===== src/bfr_pkg.sv =====
`default_nettype none
// ----------------------------------------------------------------------------
// Banked file register ALU package
// Shared widths, instruction codes, status bit positions and the ALU result
// type of the banked file register ALU.
// ----------------------------------------------------------------------------
package bfr_pkg;

  localparam int unsigned MemBytes = 4096;
  localparam int unsigned AddrW    = $clog2(MemBytes);
  localparam int unsigned DataW    = 8;
  localparam int unsigned FlagW    = 5;
  localparam int unsigned BankW    = AddrW - DataW;
  localparam int unsigned OpW      = 5;

  localparam int unsigned FlagC  = 0;
  localparam int unsigned FlagDc = 1;
  localparam int unsigned FlagZ  = 2;
  localparam int unsigned FlagOv = 3;
  localparam int unsigned FlagN  = 4;

  typedef enum logic [OpW-1:0] {
    OP_ADDWF  = 5'd0,
    OP_ADDWFC = 5'd1,
    OP_ANDWF  = 5'd2,
    OP_IORWF  = 5'd3,
    OP_XORWF  = 5'd4,
    OP_SUBWF  = 5'd5,
    OP_SUBWFB = 5'd6,
    OP_SUBFWB = 5'd7,
    OP_COMF   = 5'd8,
    OP_DECF   = 5'd9,
    OP_INCF   = 5'd10,
    OP_MOVF   = 5'd11,
    OP_CLRF   = 5'd12,
    OP_MOVWF  = 5'd13,
    OP_ADDLW  = 5'd14,
    OP_SUBLW  = 5'd15,
    OP_ANDLW  = 5'd16,
    OP_IORLW  = 5'd17,
    OP_XORLW  = 5'd18,
    OP_MOVLW  = 5'd19
  } op_e;

  typedef struct packed {
    logic [DataW-1:0] value;
    logic [FlagW-1:0] flags;
    logic             valid;
    logic             literal_op;
    logic             force_file;
  } alu_res_t;

endpackage
`default_nettype wire


===== src/bfr_alu.sv =====
`default_nettype none
// ----------------------------------------------------------------------------
// Banked file register ALU execute unit
// Decodes one instruction and produces its result byte and new status from
// the file operand, the working register, the status and the literal.
// ----------------------------------------------------------------------------
module bfr_alu import bfr_pkg::*; (
  input  logic [OpW-1:0]   op_i,
  input  logic [DataW-1:0] file_val_i,
  input  logic [DataW-1:0] work_i,
  input  logic [FlagW-1:0] flags_i,
  input  logic [DataW-1:0] literal_i,
  output alu_res_t         res_o
);

  logic [DataW-1:0] add_a;
  logic [DataW-1:0] add_b;
  logic             add_cin;
  logic [DataW:0]   sum;
  logic [4:0]       nib;
  logic [FlagW-1:0] add_flags;
  logic [DataW-1:0] logic_r;
  logic [FlagW-1:0] zn_flags;

  always_comb begin
    add_a   = work_i;
    add_b   = file_val_i;
    add_cin = 1'b0;
    case (op_i)
      OP_ADDWF: begin
      end
      OP_ADDWFC: begin
        add_cin = flags_i[FlagC];
      end
      OP_SUBWF: begin
        add_a   = file_val_i;
        add_b   = ~work_i;
        add_cin = 1'b1;
      end
      OP_SUBWFB: begin
        add_a   = file_val_i;
        add_b   = ~work_i;
        add_cin = flags_i[FlagC];
      end
      OP_SUBFWB: begin
        add_b   = ~file_val_i;
        add_cin = flags_i[FlagC];
      end
      OP_DECF: begin
        add_a = file_val_i;
        add_b = '1;
      end
      OP_INCF: begin
        add_a   = file_val_i;
        add_b   = '0;
        add_cin = 1'b1;
      end
      OP_ADDLW: begin
        add_b = literal_i;
      end
      OP_SUBLW: begin
        add_a   = literal_i;
        add_b   = ~work_i;
        add_cin = 1'b1;
      end
      default: begin
      end
    endcase
  end

  assign sum = {1'b0, add_a} + {1'b0, add_b} + {{DataW{1'b0}}, add_cin};
  assign nib = {1'b0, add_a[3:0]} + {1'b0, add_b[3:0]} + {4'd0, add_cin};

  always_comb begin
    add_flags         = '0;
    add_flags[FlagC]  = sum[DataW];
    add_flags[FlagDc] = nib[4];
    add_flags[FlagZ]  = (sum[DataW-1:0] == '0);
    add_flags[FlagOv] = ~(add_a[DataW-1] ^ add_b[DataW-1]) &
                        (add_a[DataW-1] ^ sum[DataW-1]);
    add_flags[FlagN]  = sum[DataW-1];
  end

  always_comb begin
    case (op_i)
      OP_ANDWF: logic_r = work_i & file_val_i;
      OP_IORWF: logic_r = work_i | file_val_i;
      OP_XORWF: logic_r = work_i ^ file_val_i;
      OP_COMF:  logic_r = ~file_val_i;
      OP_MOVF:  logic_r = file_val_i;
      OP_ANDLW: logic_r = work_i & literal_i;
      OP_IORLW: logic_r = work_i | literal_i;
      OP_XORLW: logic_r = work_i ^ literal_i;
      default:  logic_r = '0;
    endcase
    zn_flags        = flags_i;
    zn_flags[FlagZ] = (logic_r == '0);
    zn_flags[FlagN] = logic_r[DataW-1];
  end

  always_comb begin
    res_o.value      = '0;
    res_o.flags      = flags_i;
    res_o.valid      = 1'b1;
    res_o.literal_op = 1'b0;
    res_o.force_file = 1'b0;
    case (op_i)
      OP_ADDWF, OP_ADDWFC, OP_SUBWF, OP_SUBWFB, OP_SUBFWB, OP_DECF,
      OP_INCF: begin
        res_o.value = sum[DataW-1:0];
        res_o.flags = add_flags;
      end
      OP_ANDWF, OP_IORWF, OP_XORWF, OP_COMF, OP_MOVF: begin
        res_o.value = logic_r;
        res_o.flags = zn_flags;
      end
      OP_CLRF: begin
        res_o.flags[FlagZ] = 1'b1;
        res_o.force_file   = 1'b1;
      end
      OP_MOVWF: begin
        res_o.value      = work_i;
        res_o.force_file = 1'b1;
      end
      OP_ADDLW, OP_SUBLW: begin
        res_o.value      = sum[DataW-1:0];
        res_o.flags      = add_flags;
        res_o.literal_op = 1'b1;
      end
      OP_ANDLW, OP_IORLW, OP_XORLW: begin
        res_o.value      = logic_r;
        res_o.flags      = zn_flags;
        res_o.literal_op = 1'b1;
      end
      OP_MOVLW: begin
        res_o.value      = literal_i;
        res_o.literal_op = 1'b1;
      end
      default: begin
        res_o.valid = 1'b0;
      end
    endcase
  end

endmodule
`default_nettype wire


===== config.mk =====
export PLATFORM = sky130hd
export DESIGN_NAME = bfr_alu
export DESIGN_NICKNAME = d
export VERILOG_FILES = /design/src/bfr_pkg.sv /design/src/bfr_alu.sv
export SDC_FILE = /design/constraint.sdc
export NUM_CORES = 1
export LEC_CHECK = 0
export BUFFER_PORTS_ARGS = -buffer_cell sky130_fd_sc_hd__buf_4
export CAP_MARGIN = 30
export CORE_MARGIN = 1.5
export CORE_UTILIZATION = 50
export DETAILED_ROUTE_END_ITERATION = 6
export GPL_TIMING_DRIVEN = 0
export PLACE_DENSITY = 0.76
export SKIP_LAST_GASP = 1
export SLEW_MARGIN = 15
export SYNTH_ARGS = -nofsm -noshare
export SYNTH_HDL_FRONTEND = slang
export SYNTH_SLANG_ARGS = --single-unit

===== constraint.sdc =====
create_clock -name vclk -period 4.2
set_clock_uncertainty 0.1 [all_clocks]
set_input_delay 0.42 -clock vclk [all_inputs]
set_output_delay 0.42 -clock vclk [all_outputs]
set_load 0.005 [all_outputs]

==> metrics.yaml, run 1 <==
max_clock_freq_mhz: 244.1
drv_slew: 0
period_minus_slack_ns: 4.097
gp_congestion: 0.9430
synth_area_per_cell_um2: 6.471
via_per_inst: 6.661
antenna_found_initial: 0
wirelength_mm: 7.275
slowest_stage: "fa_2"
syn_area_um2: 1922
netlist.area_leader.share: 0.06641
worst_setup_path_start_kind: "input pin"
seq_cell_count: 0
ys_types: 61
drc: 0
syn_to_final_growth_pct: 28.26
place_inst: 388
drt_iter0_markers: 368
grt-ovfl-total: 0
drt_pass1_iterations: 5
routedWlPerCell_um: 18.42
drtAntennaViolNets: 0
power_density_nw_per_um2: 155.7
critPathMaxStageDelay_ns: 0.42
cp.arrival_ns: 3.58
grt_setup_unrepaired: "false"
synth_seq_area_share: 0
worstMarginPinSlew_ns: 0.6919
dp_hpwl_mm: 5.272
power_leakage_uw: 0.0009872
dieArea_um2: 4224
cpMostUsedCell: "buf_4"
crit_type: "in -> out"
nFillCells: 365
initial_core_util: 0.5210
cp_data_required_time_ns: 3.68
cts_hold_buf: 0
syn_inst: 297
crit_buf_inv: 3
synth_area_leaders: "nand2_1 6.6%, o21ai_0 6.0%, xnor2_1 5.9%"
crit_path_max_fanout: 10
drv_cap: 0
antenna_cells: 0
finalSetupViolations: 0
groute.usage.overall: 0.3407
regArea_um2: 0
hold_path.class: "in -> out"
tns_ns: 0
grt_pass1_vias: 2337
num_rows: 22
fin_cells: 395
core_area_um2: 3689
synth_warnings: 0
die_x_um: 65.00
power_uw: 383.7
end_kind: "primary output"
nets: 392
drive_gt1_frac: 0.2536
hold_viol: 0
relSlewSlack: 0.5352
cp_top_family: "simple AND/OR/NAND/NOR gates"
fp.dieH_um: 65.00
post-route-period-util: 0.9755
max-vdd-ir-drop_mv: 0.06197
ios: 50
grt_pass1_wl_mm: 11.32
yosys.area.top_type: "nand2_1"
synthesis.nets: 340
grt_max_degree: 11
status: "completed"
n_clock_buffer: 0
path_cells: "buf_4 -> buf_4 -> nand2b_1 -> nor2_4 -> a22o_1 -> a21oi_1 -> fa_2 -> fa_2 -> nor2b_1 -> o21ai_0 -> nand2b_1 -> xor2_2 -> nor4_2 -> a41oi_1 -> o21ai_1 -> buf_4"
io_buffers: 42
num_vias: 2631
==> path summary, 6_finish.rpt <==
| check | from | end | slack, ns | depth (start not counted) |
|---|---|---|---|---|
| setup / recovery | op_i[4] | res_o[5] | 0.10 | 16 |
| hold / removal | flags_i[3] | res_o[6] | 1.00 | 4 |
==> cells by family after synthesis <==
family / count (synthesis) / synth area share
xor gates and xnor gates: 16 / 0.07292
muxes: 8 / 0.04427
and+or+nand+nor: 117 / 0.3099
buffers and inverters: 30 / 0.07291
adders and majority gates: 9 / 0.06641
AOI/OAI and AO/OA: 117 / 0.4336
==> cell type report <==
cell class	count	area [um2]	area share
Multi-Input combinational cell	267	1866	0.7569
Timing Repair Buffer	51	380.4	0.1543
Buffer	23	132.6	0.05381
Tap cell	48	60.06	0.02437
Inverter	6	26.28	0.01066
==> layout by cell type, fill, tap and decap left out, types with 8 or more instances in the layout <==
cell / synthesis / final
buf_4: 2 / 54
nand2_1: 34 / 33
nor2_1: 23 / 22
o21ai_0: 23 / 21
a21oi_1: 19 / 17
xnor2_1: 13 / 13
a22oi_1: 12 / 12
nand2b_1: 10 / 9
nand3_1: 10 / 9
o211ai_1: 9 / 9
nor3_1: 9 / 9
clkbuf_1: 9 / 8
o32a_1: 8 / 8
==> through the flow <==
step | hold slack, ns | utilization | worst slack [ns] | instance area [um2]
floorplan | 0.8342 | - | 0.3158 | 1922
global placement | 1.004 | 0.6228 | -0.4868 | 2297
detailed placement | 1.006 | 0.6242 | -0.6047 | 2302
CTS | 1.007 | 0.6479 | 0.01611 | 2390
global route | 1.015 | 0.6683 | 0.002625 | 2465
finish | 1.004 | 0.6683 | 0.1027 | 2465
==> where the power goes <==
group	switching [uW]	total, uW	leakage, uW	internal (uW)
clock network	0	0	0	0
logic	207	384	0.000987	177
registers	0	0	0	0
==> synthesized netlist by cell type (4+ instances only) <==
library cell	number
xnor2_1	13
nor3_1	9
nor2_1	23
o21ai_0	23
o211ai_1	9
ha_1	7
a22oi_1	12
nor2b_1	5
a21o_1	6
nand2_1	34
clkbuf_1	9
nand3_1	10
or3_1	5
buf_2	10
a211oi_1	4
a21oi_1	19
nand2b_1	10
o32a_1	8
inv_1	6
o22ai_1	5
mux2i_1	7
and3_1	4
==> metal layers <==
layer,GRT usage,wire (um)
met3,0.04861,830
met1,0.4281,2751
met4,0.1410,252
met2,0.5786,3441
met5,0,0
==> repair_timing <==
item,CTS,global route
pin swaps,4,2
endpoints found under the setup margin,8,6
gates resized for setup,14,17
buffers inserted,5,3
==> worst min-delay path, delay by kind of cell <==
kind	cells	cell delay (ns)
buffers and inverters	2	0.17
AOI/OAI and AO/OA	1	0.05
and+or+nand+nor	1	0.04
Note: power is estimated with default switching activity, not from simulation.
==> run 2, diff against run 1 <==
clock period = 5.2 ns   (was 4.2 ns; I/O delays follow)
==> run 2 against run 1 <==
Non-clock buffer count down 8. Critical path depth up 2. Clock-buffer cell count unchanged. Worst setup slack improved by 0.12 ns. First-iteration DRC count up 6.0%. Global-route usage is 0.84 points lower. Power decreased by 27%. Cell count down 2.0%. Critical path type unchanged. Critical endpoint unchanged.
==> metrics.yaml, run 2 (synthesis gave the netlist of run 1 again) <==
nets: 384
initial_core_util: 0.5210
final_common_cell: "buf_4"
power_leakage_uw: 0.0009261
fp.dieH_um: 65.00
cp_data_required_time_ns: 4.58
grt_pass1_wl_mm: 11.04
die_x_um: 65.00
dieArea_um2: 4224
num_vias: 2555
path_cells: "buf_4 -> buf_2 -> buf_2 -> nand2_1 -> nor2_1 -> a211oi_1 -> o21ai_0 -> o21ai_0 -> fa_1 -> fa_1 -> nor2b_1 -> o21ai_0 -> nand2b_1 -> xor2_1 -> nor4_1 -> a41oi_1 -> o21ai_1 -> buf_4"
drt_pass1_iterations: 5
crit_path_max_fanout: 10
cp.arrival_ns: 4.36
via_per_inst: 6.602
max_clock_freq_mhz: 200.9
power_uw: 280.0
drv_cap: 0
slowest_stage: "nor2_1"
crit_type: "in -> out"
wirelength_mm: 7.060
grt_pass1_vias: 2297
n_clock_buffer: 0
post-route-period-util: 0.9572
period_minus_slack_ns: 4.978
fin_cells: 387
syn_to_final_growth_pct: 19.92
hold_viol: 0
cts_setup_buffers: 0
dp_hpwl_mm: 5.272
place_inst: 388
drive_gt1_frac: 0.1917
num_rows: 22
grt-ovfl-total: 0
drtAntennaViolNets: 0
end_kind: "primary output"
final_cell_mix: "44 x buf_4, 34 x nand2_1, 23 x o21ai_0, 23 x nor2_1, 19 x a21oi_1"
gp_congestion: 0.9430
status: "completed"
antenna_cells: 0
critPathMaxStageDelay_ns: 0.55
worstMarginPinSlew_ns: 0.6895
cpMostUsedCell: "o21ai_0"
routedWlPerCell_um: 18.24
drc: 0
hold_path.class: "in -> out"
power_density_nw_per_um2: 121.5
grt_setup_unrepaired: "false"
ios: 50
antenna_found_initial: 0
io_buffers: 42
max-vdd-ir-drop_mv: 0.04897
drv_slew: 0
regArea_um2: 0
grt_max_degree: 11
groute.usage.overall: 0.3324
seq_cell_count: 0
worst_setup_path_start_kind: "input pin"
drt_iter0_markers: 390
tns_ns: 0
relSlewSlack: 0.5368
finalSetupViolations: 0
core_area_um2: 3689
## run 2: cell count changes in the layout (fill, tap and decap cells not counted), moves of 2 or more
| cell | before | now |
|---|---|---|
| nor2_4 | 3 | 0 |
| a21oi_2 | 3 | 1 |
| buf_2 | 7 | 11 |
| clkbuf_4 | 2 | 0 |
| o21ai_0 | 21 | 23 |
| a21oi_1 | 17 | 19 |
| buf_4 | 54 | 44 |
| nor2_2 | 0 | 2 |
| fa_2 | 2 | 0 |
| fa_1 | 0 | 2 |
## run 2: power by group
group / switching [uW] / internal (uW) / leakage, uW
Clock: 0 / 0 / 0
Sequential: 0 / 0 / 0
Combinational: 155 / 125 / 0.000926
Total: 155 / 125 / 0.000926
## run 2: path summary, 6_finish.rpt
| kind | cells after the start | to | startpoint | slack, ns |
|---|---|---|---|---|
| min | 4 | res_o[6] | flags_i[3] | 1.20 |
| max | 18 | res_o[5] | op_i[2] | 0.22 |
## run 2: final cells by class
class,count,area [um2]
buffer,23,113.9
timing repair buffer,43,320.3
tap,48,60.06
inverter,6,22.52
fill,384,1384
multi-input combinational,267,1788
## run 2: repair_timing
action                                  4_1_cts  5_1_grt
hold buffers                                  0        0
gates resized for setup                       0        1
endpoints found under the setup margin        0        2
## run 2: through the flow
step | utilization | setup slack [ns] | area (um2) | hold slack, ns
6_report | 0.6248 | 0.2224 | 2305 | 1.203
5_1_grt | 0.6248 | 0.03532 | 2305 | 1.215
4_1_cts | 0.6242 | 0.2301 | 2302 | 1.207
3_5_place_dp | 0.6242 | 0.1953 | 2302 | 1.206
3_3_place_gp | 0.6228 | 0.3132 | 2297 | 1.204
2_1_floorplan | - | 1.116 | 1922 | 1.034
## run 2: routing by layer
| metal | wire [um] | up-vias | global-route usage |
|---|---|---|---|
| met1 | 2794 | 1148 | 0.4236 |
| met2 | 3264 | 167 | 0.5593 |
| li1 | - | 1216 | - |
| met4 | 192 | 0 | 0.1303 |
| met3 | 808 | 24 | 0.04861 |
| met5 | 0 | - | 0 |
## run 2: critical path, delay by kind of cell
| family | cells | cell delay, ns |
|---|---|---|
| XOR/XNOR | 1 | 0.11 |
| buffers and inverters | 4 | 0.66 |
| AND/OR/NAND/NOR | 5 | 1.35 |
| adder cells (fa/ha/maj) | 2 | 0.91 |
| AO/OA/AOI/OAI | 6 | 0.80 |
==> run 3, diff against run 2 <==
clock period = 6.3 ns   (was 5.2 ns; I/O delays follow)
==> run 3 against run 2 <==
The flow now finishes with violations (DRC). First-iteration DRC count grew 1.5%. Worst setup slack gained 0.75 ns. Power down 17%. Critical path type unchanged. Largest power group unchanged. Highest routed layer unchanged.
==> metrics.yaml, run 3 (synthesis gave the netlist of run 1 again) <==
antenna_cells: 0
fin_cells: 388
drt_iter0_markers: 396
max-vdd-ir-drop_mv: 0.04060
dp_hpwl_mm: 5.272
worstMarginPinSlew_ns: 0.7165
gp_congestion: 0.9430
die_x_um: 65.00
final_cell_area_um2: 2302
grt_setup_unrepaired: "false"
drv_cap: 0
syn_to_final_growth_pct: 19.79
core_area_um2: 3689
groute.usage.overall: 0.3324
antenna_found_initial: 0
power_leakage_uw: 0.0009257
fp.dieH_um: 65.00
grt_max_degree: 11
drt_pass1_iterations: 7
max_clock_freq_mhz: 187.7
finalSetupViolations: 0
drive_gt1_frac: 0.1912
drtAntennaViolNets: 0
relSlewSlack: 0.5197
crit_type: "in -> out"
io_buffers: 42
cts_setup_buffers: 0
routedWlPerCell_um: 18.27
whs_path_depth: 4
tns_ns: 0
cts_hold_buf: 0
worstHoldStart: "flags_i[3]"
hold_viol: 0
initial_core_util: 0.5210
final_common_cell: "buf_4"
post-route-period-util: 0.8458
worst_setup_path_start_kind: "input pin"
grt_pass1_wl_mm: 11.04
period_minus_slack_ns: 5.328
dieArea_um2: 4224
placed_area_um2: 2302
drv_slew: 0
crit_path_max_fanout: 10
cp_data_required_time_ns: 5.57
via_per_inst: 6.662
grt-ovfl-total: 0
wirelength_mm: 7.089
num_rows: 22
regArea_um2: 0
end_kind: "primary output"
cp.arrival_ns: 4.60
final_cell_mix: "44 x buf_4, 34 x nand2_1, 23 x o21ai_0, 23 x nor2_1, 19 x a21oi_1"
num_vias: 2585
violations: "DRC"
seq_cell_count: 0
nets: 385
place_inst: 388
hold_end: "res_o[6]"
n_clock_buffer: 0
drc: 1
ios: 50
power_density_nw_per_um2: 100.4
hold_path.class: "in -> out"
grt_pass1_vias: 2297
cts_resized: 0
status: "finished with violations"
run 3: cell count changes in the layout (fill, tap and decap cells not counted), sizes merged:
cell / change
buf: +1
run 3: power by group:
group          internal [uW]  switching (uW)  leakage [uW]
clock                      0               0             0
combinational            103             128      0.000926
sequential                 0               0             0
run 3: worst max-delay path: stages:
cell and delay, ns:
buf_2 0.17, buf_2 0.23, buf_1 0.43, a21oi_1 0.15, nor3_2 0.57, o21ai_0 0.23, fa_1 0.48, fa_1 0.44
nor2b_1 0.18, o21ai_0 0.09, nand2b_1 0.14, xor2_1 0.11, nor4_1 0.34, a41oi_1 0.17, o21ai_1 0.10, buf_4 0.12
run 3: area by class of cell:
class              instances  area, um2
multi-input cells        267       1782
well taps                 48      60.06
fillers                  386       1386
repair buffers            43      320.3
inverters                  6      22.52
plain buffers             24      117.6
run 3: per-layer routing:
layer / GRT usage / up-vias / share of wire
met4: 0.1303 / 0 / 0.033
li1: - / 1224 / -
met5: 0 / - / 0
met1: 0.4236 / 1167 / 0.38
met2: 0.5593 / 167 / 0.46
met3: 0.04861 / 27 / 0.12
run 3: worst max-delay path by stage:
stage / startpoint / endpoint / slack, ns
2_1_floorplan: op_i[0] / res_o[5] / 2.00
3_3_place_gp: op_i[0] / res_o[5] / 1.19
3_5_place_dp: op_i[0] / res_o[5] / 1.08
4_1_cts: op_i[0] / res_o[5] / 1.11
5_1_grt: op_i[0] / res_o[5] / 0.79
6_report: op_i[0] / res_o[5] / 0.97
run 3: stage by stage:
step           utilization  setup WS [ns]  hold WS (ns)  total power, uW
2_1_floorplan            -          1.996         1.254            144.5
3_3_place_gp        0.6228          1.193         1.424            220.9
3_5_place_dp        0.6242          1.075         1.426            224.3
4_1_cts             0.6242          1.110         1.427            225.1
5_1_grt             0.6242         0.7940         1.435            248.2
6_report            0.6242         0.9717         1.423            231.1
